**src/design/assert_macros.svh**
```systemverilog
// Assertion macros used by the top-level design file.
`ifndef ASSERT_MACROS_SVH
`define ASSERT_MACROS_SVH

// Same-cycle implication, disabled during reset.
`define ASSERT_IMPLIES(lbl, clk, rst, ante, cons, msg) \
   lbl: assert property (@(posedge clk) disable iff (rst) (ante) |-> (cons)) else $error(msg);

// Next-cycle implication, disabled during reset.
`define ASSERT_NEXT(lbl, clk, rst, ante, cons, msg) \
   lbl: assert property (@(posedge clk) disable iff (rst) (ante) |=> (cons)) else $error(msg);

`endif

```
**src/design/mkst_pkg.sv**
```systemverilog
// Types and constants of the MIDI keyboard split and transpose block.
`timescale 1ns / 1ps

package mkst_pkg;

   typedef logic [2:0] msg_type_type;
   typedef logic [1:0] mode_type;
   typedef logic [4:0] shift_type;

   localparam msg_type_type MSG_NOTE_OFF  = 3'd0;
   localparam msg_type_type MSG_NOTE_ON   = 3'd1;
   localparam msg_type_type MSG_CTRL      = 3'd2;
   localparam msg_type_type MSG_BEND      = 3'd3;
   localparam msg_type_type MSG_PROGRAM   = 3'd4;
   localparam msg_type_type MSG_TOUCH     = 3'd5;

   localparam msg_type_type OUT_NOTE_OFF  = 3'd0;
   localparam msg_type_type OUT_NOTE_ON   = 3'd1;
   localparam msg_type_type OUT_CTRL      = 3'd2;
   localparam msg_type_type OUT_BEND      = 3'd3;
   localparam msg_type_type OUT_TOUCH     = 3'd4;

   localparam mode_type MODE_IDLE  = 2'd0;
   localparam mode_type MODE_ARMED = 2'd1;
   localparam mode_type MODE_SPLIT = 2'd2;

   localparam logic [2:0] PROG_ARM       = 3'd0;
   localparam logic [2:0] PROG_SPLIT     = 3'd1;
   localparam logic [2:0] PROG_LEFT_DN   = 3'd2;
   localparam logic [2:0] PROG_LEFT_NONE = 3'd3;
   localparam logic [2:0] PROG_LEFT_UP   = 3'd4;
   localparam logic [2:0] PROG_RIGHT_DN  = 3'd5;
   localparam logic [2:0] PROG_RIGHT_NONE = 3'd6;
   localparam logic [2:0] PROG_RIGHT_UP  = 3'd7;

   localparam shift_type SHIFT_DOWN = 5'b10100;
   localparam shift_type SHIFT_NONE = 5'b00000;
   localparam shift_type SHIFT_UP   = 5'b01100;

   localparam logic [6:0] NOTE_TOP = 7'd127;
   localparam int KEYS = 128;

endpackage

```
**src/design/midi_keyboard_split_transpose.sv**
```systemverilog
// Top level of the MIDI keyboard split and transpose block.
//
//   channel | direction | handshake            | payload
//   req_    | in        | req_valid/req_stall  | msg_type, port, channel, data1, data2
//   rsp_    | out       | rsp_valid/rsp_stall  | out_type, out_port, out_channel,
//           |           |                      | out_data1, out_data2, last
//
// An accepted word is registered with its key table entry read from the synchronous
// memory; the processing stage then handles it and fills the output register.
// One word per cycle is sustained while the output is not stalled; duplicated
// controller, bend and aftertouch words hold the stage for a second output word.
// A stalled output register holds the processing stage, which then stalls input.
// Synchronous reset clears mode, transposes, key valid bits; split resets to 127.
`timescale 1ns / 1ps

`include "assert_macros.svh"

module midi_keyboard_split_transpose (
   input  logic                  clock,
   input  logic                  reset,
   input  logic                  req_valid,
   output logic                  req_stall,
   input  mkst_pkg::msg_type_type req_msg_type,
   input  logic [7:0]            req_port,
   input  logic [3:0]            req_channel,
   input  logic [6:0]            req_data1,
   input  logic [6:0]            req_data2,
   output logic                  rsp_valid,
   input  logic                  rsp_stall,
   output mkst_pkg::msg_type_type rsp_out_type,
   output logic [7:0]            rsp_out_port,
   output logic [3:0]            rsp_out_channel,
   output logic [6:0]            rsp_out_data1,
   output logic [6:0]            rsp_out_data2,
   output logic                  rsp_last
);
   import mkst_pkg::*;

   logic [10:0]    key_mem [KEYS];
   logic [KEYS-1:0] key_vld_ff;
   logic [10:0]    rd_ff;
   logic           fwd_ff;
   logic [10:0]    fwd_data_ff;

   logic           s1_valid_ff;
   logic           phase_ff;
   msg_type_type   s1_type_ff;
   logic [7:0]     s1_port_ff;
   logic [3:0]     s1_chn_ff;
   logic [6:0]     s1_d1_ff;
   logic [6:0]     s1_d2_ff;

   mode_type       mode_ff, mode_in;
   logic [6:0]     split_ff, split_in;
   shift_type      left_ff, left_in;
   shift_type      right_ff, right_in;

   logic           rsp_valid_ff;
   msg_type_type   rsp_type_ff, rsp_type_in;
   logic [7:0]     rsp_port_ff;
   logic [3:0]     rsp_chn_ff, rsp_chn_in;
   logic [6:0]     rsp_d1_ff, rsp_d1_in;
   logic [6:0]     rsp_d2_ff, rsp_d2_in;
   logic           rsp_last_ff, rsp_last_in;

   logic           accept;
   logic           out_free;
   logic           has_res;
   logic           need_second;
   logic           step;
   logic           s1_done;
   logic           wr_en;
   logic [10:0]    wr_data;
   logic [10:0]    entry;
   logic           entry_vld;
   logic           dup;
   logic           upper;
   shift_type      shift;
   logic [8:0]     sum;
   logic [3:0]     map_chn;
   logic [6:0]     map_note;

   assign out_free  = !rsp_valid_ff || !rsp_stall;
   assign entry     = fwd_ff ? fwd_data_ff : rd_ff;
   assign entry_vld = key_vld_ff[s1_d1_ff];
   assign dup       = split_ff < NOTE_TOP;
   assign upper     = s1_d1_ff > split_ff;
   assign shift     = upper ? right_ff : left_ff;
   assign sum       = {2'b00, s1_d1_ff} + {{4{shift[4]}}, shift};
   assign map_chn   = upper ? s1_chn_ff + 4'd1 : s1_chn_ff;
   assign map_note  = (sum[8:7] == 2'b00) ? sum[6:0] : s1_d1_ff;

   always_comb begin
      has_res     = 1'b0;
      need_second = 1'b0;
      wr_en       = 1'b0;
      wr_data     = {map_chn, map_note};
      mode_in     = mode_ff;
      split_in    = split_ff;
      left_in     = left_ff;
      right_in    = right_ff;
      rsp_type_in = s1_type_ff;
      rsp_chn_in  = s1_chn_ff;
      rsp_d1_in   = s1_d1_ff;
      rsp_d2_in   = s1_d2_ff;
      rsp_last_in = 1'b1;
      unique case (s1_type_ff) inside
         MSG_NOTE_OFF: begin
            has_res     = 1'b1;
            rsp_type_in = OUT_NOTE_OFF;
            if (entry_vld) begin
               rsp_chn_in = entry[10:7];
               rsp_d1_in  = entry[6:0];
            end
         end
         MSG_NOTE_ON: begin
            rsp_type_in = OUT_NOTE_ON;
            if (mode_ff == MODE_SPLIT) begin
               split_in = s1_d1_ff;
               mode_in  = MODE_IDLE;
            end else if (s1_d2_ff != 7'd0) begin
               has_res    = 1'b1;
               wr_en      = 1'b1;
               rsp_chn_in = map_chn;
               rsp_d1_in  = map_note;
            end else begin
               has_res = 1'b1;
               if (entry_vld) begin
                  rsp_chn_in = entry[10:7];
                  rsp_d1_in  = entry[6:0];
               end
            end
         end
         MSG_CTRL, MSG_BEND, MSG_TOUCH: begin
            has_res = 1'b1;
            if (s1_type_ff == MSG_TOUCH) begin
               rsp_type_in = OUT_TOUCH;
               rsp_d2_in   = 7'd0;
            end
            if (phase_ff) begin
               rsp_chn_in = s1_chn_ff + 4'd1;
            end else begin
               need_second = dup;
               rsp_last_in = !dup;
            end
         end
         MSG_PROGRAM: begin
            unique case (s1_d1_ff[2:0])
               PROG_ARM: mode_in = MODE_ARMED;
               PROG_SPLIT: begin
                  if (mode_ff == MODE_ARMED) begin
                     mode_in = MODE_SPLIT;
                  end
               end
               PROG_LEFT_DN: begin
                  left_in = SHIFT_DOWN;
                  mode_in = MODE_IDLE;
               end
               PROG_LEFT_NONE: begin
                  left_in = SHIFT_NONE;
                  mode_in = MODE_IDLE;
               end
               PROG_LEFT_UP: begin
                  left_in = SHIFT_UP;
                  mode_in = MODE_IDLE;
               end
               PROG_RIGHT_DN: begin
                  right_in = SHIFT_DOWN;
                  mode_in  = MODE_IDLE;
               end
               PROG_RIGHT_NONE: begin
                  right_in = SHIFT_NONE;
                  mode_in  = MODE_IDLE;
               end
               default: begin
                  right_in = SHIFT_UP;
                  mode_in  = MODE_IDLE;
               end
            endcase
         end
         default: has_res = 1'b0;
      endcase
   end

   assign step      = s1_valid_ff && (!has_res || out_free);
   assign s1_done   = step && !need_second;
   assign req_stall = s1_valid_ff && !s1_done;
   assign accept    = req_valid && !req_stall;

   always_ff @(posedge clock) begin
      if (step && !phase_ff && wr_en) begin
         key_mem[s1_d1_ff] <= wr_data;
      end
      if (accept) begin
         rd_ff       <= key_mem[req_data1];
         fwd_ff      <= step && !phase_ff && wr_en && (req_data1 == s1_d1_ff);
         fwd_data_ff <= wr_data;
         s1_type_ff  <= req_msg_type;
         s1_port_ff  <= req_port;
         s1_chn_ff   <= req_channel;
         s1_d1_ff    <= req_data1;
         s1_d2_ff    <= req_data2;
      end
      if (step && has_res) begin
         rsp_type_ff <= rsp_type_in;
         rsp_port_ff <= s1_port_ff;
         rsp_chn_ff  <= rsp_chn_in;
         rsp_d1_ff   <= rsp_d1_in;
         rsp_d2_ff   <= rsp_d2_in;
         rsp_last_ff <= rsp_last_in;
      end
   end

   always_ff @(posedge clock) begin
      if (reset) begin
         key_vld_ff   <= '0;
         s1_valid_ff  <= 1'b0;
         phase_ff     <= 1'b0;
         rsp_valid_ff <= 1'b0;
         mode_ff      <= MODE_IDLE;
         split_ff     <= NOTE_TOP;
         left_ff      <= SHIFT_NONE;
         right_ff     <= SHIFT_NONE;
      end else begin
         if (step && !phase_ff) begin
            mode_ff  <= mode_in;
            split_ff <= split_in;
            left_ff  <= left_in;
            right_ff <= right_in;
            if (wr_en) begin
               key_vld_ff[s1_d1_ff] <= 1'b1;
            end
         end
         if (step) begin
            phase_ff <= need_second;
         end
         if (accept) begin
            s1_valid_ff <= 1'b1;
         end else if (s1_done) begin
            s1_valid_ff <= 1'b0;
         end
         if (step && has_res) begin
            rsp_valid_ff <= 1'b1;
         end else if (!rsp_stall) begin
            rsp_valid_ff <= 1'b0;
         end
      end
   end

   assign rsp_valid       = rsp_valid_ff;
   assign rsp_out_type    = rsp_type_ff;
   assign rsp_out_port    = rsp_port_ff;
   assign rsp_out_channel = rsp_chn_ff;
   assign rsp_out_data1   = rsp_d1_ff;
   assign rsp_out_data2   = rsp_d2_ff;
   assign rsp_last        = rsp_last_ff;

   `ASSERT_IMPLIES(a_phase_busy, clock, reset, phase_ff, s1_valid_ff,
                   "second word without a stage item")
   `ASSERT_IMPLIES(a_empty_ready, clock, reset, !s1_valid_ff, !req_stall,
                   "input stalled with an empty stage")
   `ASSERT_NEXT(a_accept_fills, clock, reset, accept, s1_valid_ff,
                "accepted word lost from the stage")
   `ASSERT_NEXT(a_dup_follows, clock, reset, rsp_valid_ff && !rsp_last_ff && !rsp_stall,
                rsp_valid_ff, "duplicate word did not follow")

endmodule
```
**config.mk**
```make
export PLATFORM = sky130hd
export DESIGN_NAME = midi_keyboard_split_transpose
export DESIGN_NICKNAME = d
export VERILOG_FILES = /design/src/design/mkst_pkg.sv /design/src/design/midi_keyboard_split_transpose.sv
export VERILOG_INCLUDE_DIRS = /design/src /design/src/design
export SDC_FILE = /design/constraint.sdc
export NUM_CORES = 2
export LEC_CHECK = 0
export BUFFER_PORTS_ARGS = -buffer_cell sky130_fd_sc_hd__buf_2
export CORE_ASPECT_RATIO = 0.7
export CORE_MARGIN = 2
export CORE_UTILIZATION = 40
export DETAILED_ROUTE_END_ITERATION = 6
export PLACE_DENSITY_LB_ADDON = 0.12
export SKIP_LAST_GASP = 1
export SLEW_MARGIN = 30
export SYNTH_ARGS = -nofsm -noshare
export SYNTH_HDL_FRONTEND = slang
export SYNTH_SLANG_ARGS = --single-unit
```
**constraint.sdc**
```tcl
create_clock -name clock -period 11.5 [get_ports clock]
set_input_delay 2.3 -clock clock [delete_from_list [all_inputs] [get_ports clock]]
set_output_delay 2.3 -clock clock [all_outputs]
set_load 0.01 [all_outputs]
```
==> flow_summary.json <==
{
  "required_ps": 12120,
  "port_buffers": 64,
  "io_pins": 65,
  "grt_pass1_wl_um": 236000,
  "synth_area_leaders": "edfxtp_1 (71%), mux4_2 (17%), dfxtp_1 (4.6%)",
  "ys.warnings.count": 0,
  "synth_top_area_cell": "edfxtp_1",
  "final_layout_size_suffix_gt1_frac": 0.307,
  "numCtsBuffers": 157,
  "critPathCaptureType": "flop",
  "synth_async_sr_flop_share": 0,
  "worstPathArrival_ps": 7170,
  "avgSynthCellArea_um2": 20.9,
  "fin_crit_sh": 0.570,
  "final_hold_viol_count": 0,
  "grt_pass1_vias": 31100,
  "antenna_found_initial": 11,
  "first_pass_iters": 5,
  "initial_utilization": 0.402,
  "relSlewSlack": 0.312,
  "skew_ps": 29.0,
  "syn_nets": 3084,
  "finish.utilization": 0.459,
  "drv_slew": 0,
  "synth_commonest_cells": "edfxtp_1 (1490), mux4_2 (489), nor2_1 (382)",
  "tightest_slew_ps": 1030,
  "dieArea_um2": 162000,
  "reg2regPathDepth": 19,
  "cts_resized": 0,
  "post-synth-top-count-cell": "edfxtp_1",
  "ant_nets": 0,
  "power.leakage_nw": 22.6,
  "ctsRootBufferMaster": "clkbuf_16",
  "cts_num_sinks": 1636,
  "row_count": 122,
  "cts_buffer_depth": 3,
  "syn_area_um2": 63400,
  "routedWlPerCell_um": 30.8,
  "area_delta_synth_final_pct": 14.3,
  "htree_levels": 4,
  "vias_per_cell": 5.69,
  "ys_types": 63,
  "synth_ff_type": "edfxtp_1",
  "post_cts_buffers": 0,
  "p_total_mw": 12.5,
  "place.gp.congestion": 0.798,
  "powerDensity_nw_per_um2": 173,
  "min_path_type": "reg -> reg",
  "synthCells": 3036,
  "fillers": 13100,
  "drt_iter0_drc": 3465,
  "die_h_um": 337,
  "vias": 30800,
  "overflow": 0,
  "insertion_delay_ps": 800,
  "grtUsageTotal": 0.208,
  "drt-total-wl_um": 167000,
  "outcome": "finished clean",
  "hold_path_depth": 0,
  "tns_ps": 0,
  "core_um2": 158000,
  "fp.dieW_um": 480,
  "synth_top_cell_area_share": 0.706,
  "drc": 0,
  "clk_pin_slew_ps": 60,
  "final_nets": 3218,
  "setup.worst_path.class": "reg -> reg",
  "ys_ff_latch": 1636,
  "hpwl_um": 95600,
  "finalSetupViolCount": 0,
  "synth_edf_count": 1490,
  "rsz0062_at_grt": "no",
  "cts_tree": "done",
  "crit_path_max_fanout": 83,
  "ir_drop_mv": 0.153,
  "start_kind": "flop",
  "cts_hold_buf": 0,
  "ys_seq_area_frac": 0.752,
  "max_freq_ghz": 0.153,
  "grt_max_degree": 181,
  "maxCapViolCount": 0,
  "period_needed_ps": 6550
}
==> layout by cell type, fill, tap and decap left out, types with 9 or more instances in the layout <==
master,n
nor2_1,277
nor2_2,26
clkbuf_8,14
clkinv_2,21
nand2_1,45
ha_1,14
nor3_1,15
o21ba_1,9
a211o_1,9
clkbuf_1,39
clkbuf_16,164
nor2_4,80
nand4_1,9
and2_1,9
clkinv_1,22
buf_4,62
mux2i_1,21
mux2_2,20
o21ai_0,16
mux4_2,489
edfxtp_1,1490
bufinv_16,14
nor2b_1,11
nand3_1,19
dfxtp_1,146
buf_2,59
inv_1,18
o21ba_2,10
a21oi_1,33
==> per-layer routing <==
metal | share of wire | wire length, um | track usage
met5 | 0.00016 | 26 | 0
met4 | 0.023 | 3870 | 0.0636
met3 | 0.078 | 13000 | 0.0515
met2 | 0.45 | 74600 | 0.305
met1 | 0.45 | 75400 | 0.307
==> logic make-up (layout without fill, tap and decap cells) <==
kind of cell	after synthesis	count (layout)	synth area share
flops	1636	1636	0.752
fa+ha+maj	15	15	0.00308
simple gates	515	515	0.0334
mux	534	534	0.181
xor+xnor	16	16	0.00221
buf+inv	185	450	0.0125
compound gates	135	135	0.0151
other cells	0	2	0
==> power breakdown <==
group          switching, mW  internal [mW]  leakage [nW]
clock network           2.26           3.03          2.56
logic                  0.422          0.238          5.39
registers             0.0158           6.55          14.6
==> registers in the layout, summed over array words and instances, names as in the netlist <==
signal and flops:
rsp_out_channel 4, mode_ff 2, rsp_out_data1 7, s1_d1_ff 7, rsp_out_port 8, key_vld_ff 128
s1_port_ff 8, fwd_data_ff 11, right_ff 3, left_ff 3, fwd_ff 1, rsp_out_data2 7
rsp_valid 1, s1_valid_ff 1, rsp_out_type 3, split_ff 7, s1_d2_ff 7, s1_type_ff 3
key_mem 1408, s1_chn_ff 4, rd_ff 11, rsp_last 1, phase_ff 1
==> final timing paths <==
kind,end,slack (ps),startpoint
worst max-delay path,rsp_out_data1[5]$_DFFE_PP_,4950,s1_d1_ff[0]$_DFFE_PP_
worst min-delay path,rsp_out_port[5]$_DFFE_PP_,420,s1_port_ff[5]$_DFFE_PP_
worst max register to register,rsp_out_data1[5]$_DFFE_PP_,4950,s1_d1_ff[0]$_DFFE_PP_
worst min register to register,rsp_out_port[5]$_DFFE_PP_,420,s1_port_ff[5]$_DFFE_PP_
==> worst max-delay path: stages, from the launching register on <==
cell,delay [ps]
edfxtp_1,380
buf_12,390
inv_1,250
ha_1,240
nor2b_1,110
o21ai_1,70
a21oi_1,140
o22a_1,500
mux2_2,400
ha_1,210
fa_1,440
a21o_1,170
a21oi_1,210
nor2b_1,90
or3_1,370
mux2i_4,540
mux2_4,600
buf_4,690
o2bb2ai_1,110
a311oi_1,250
==> cell type report <==
| cell class | instances | area, um2 | share of cell area |
|---|---|---|---|
| Antenna cell | 2 | 5.00 | 0.0000691 |
| Timing Repair Buffer | 141 | 1100 | 0.0152 |
| Clock inverter | 73 | 802 | 0.0111 |
| Clock buffer | 217 | 4440 | 0.0614 |
| Multi-Input combinational cell | 1215 | 15700 | 0.217 |
| Sequential cell | 1636 | 47700 | 0.658 |
| Inverter | 19 | 73.8 | 0.00102 |
| Tap cell | 2108 | 2640 | 0.0364 |
==> per-stage QoR <==
step / std cells / hold slack, ps / setup WS (ps) / cell area, um2
floorplan: 3036 / 400 / 1010 / 63400
global placement: 5114 / 400 / 4160 / 66600
detailed placement: 5116 / 405 / 3940 / 66900
CTS: 5406 / 420 / 3920 / 72200
global route: 5410 / 427 / 4520 / 72400
finish: 5411 / 420 / 4950 / 72400
(Power assumes the default switching activity.)
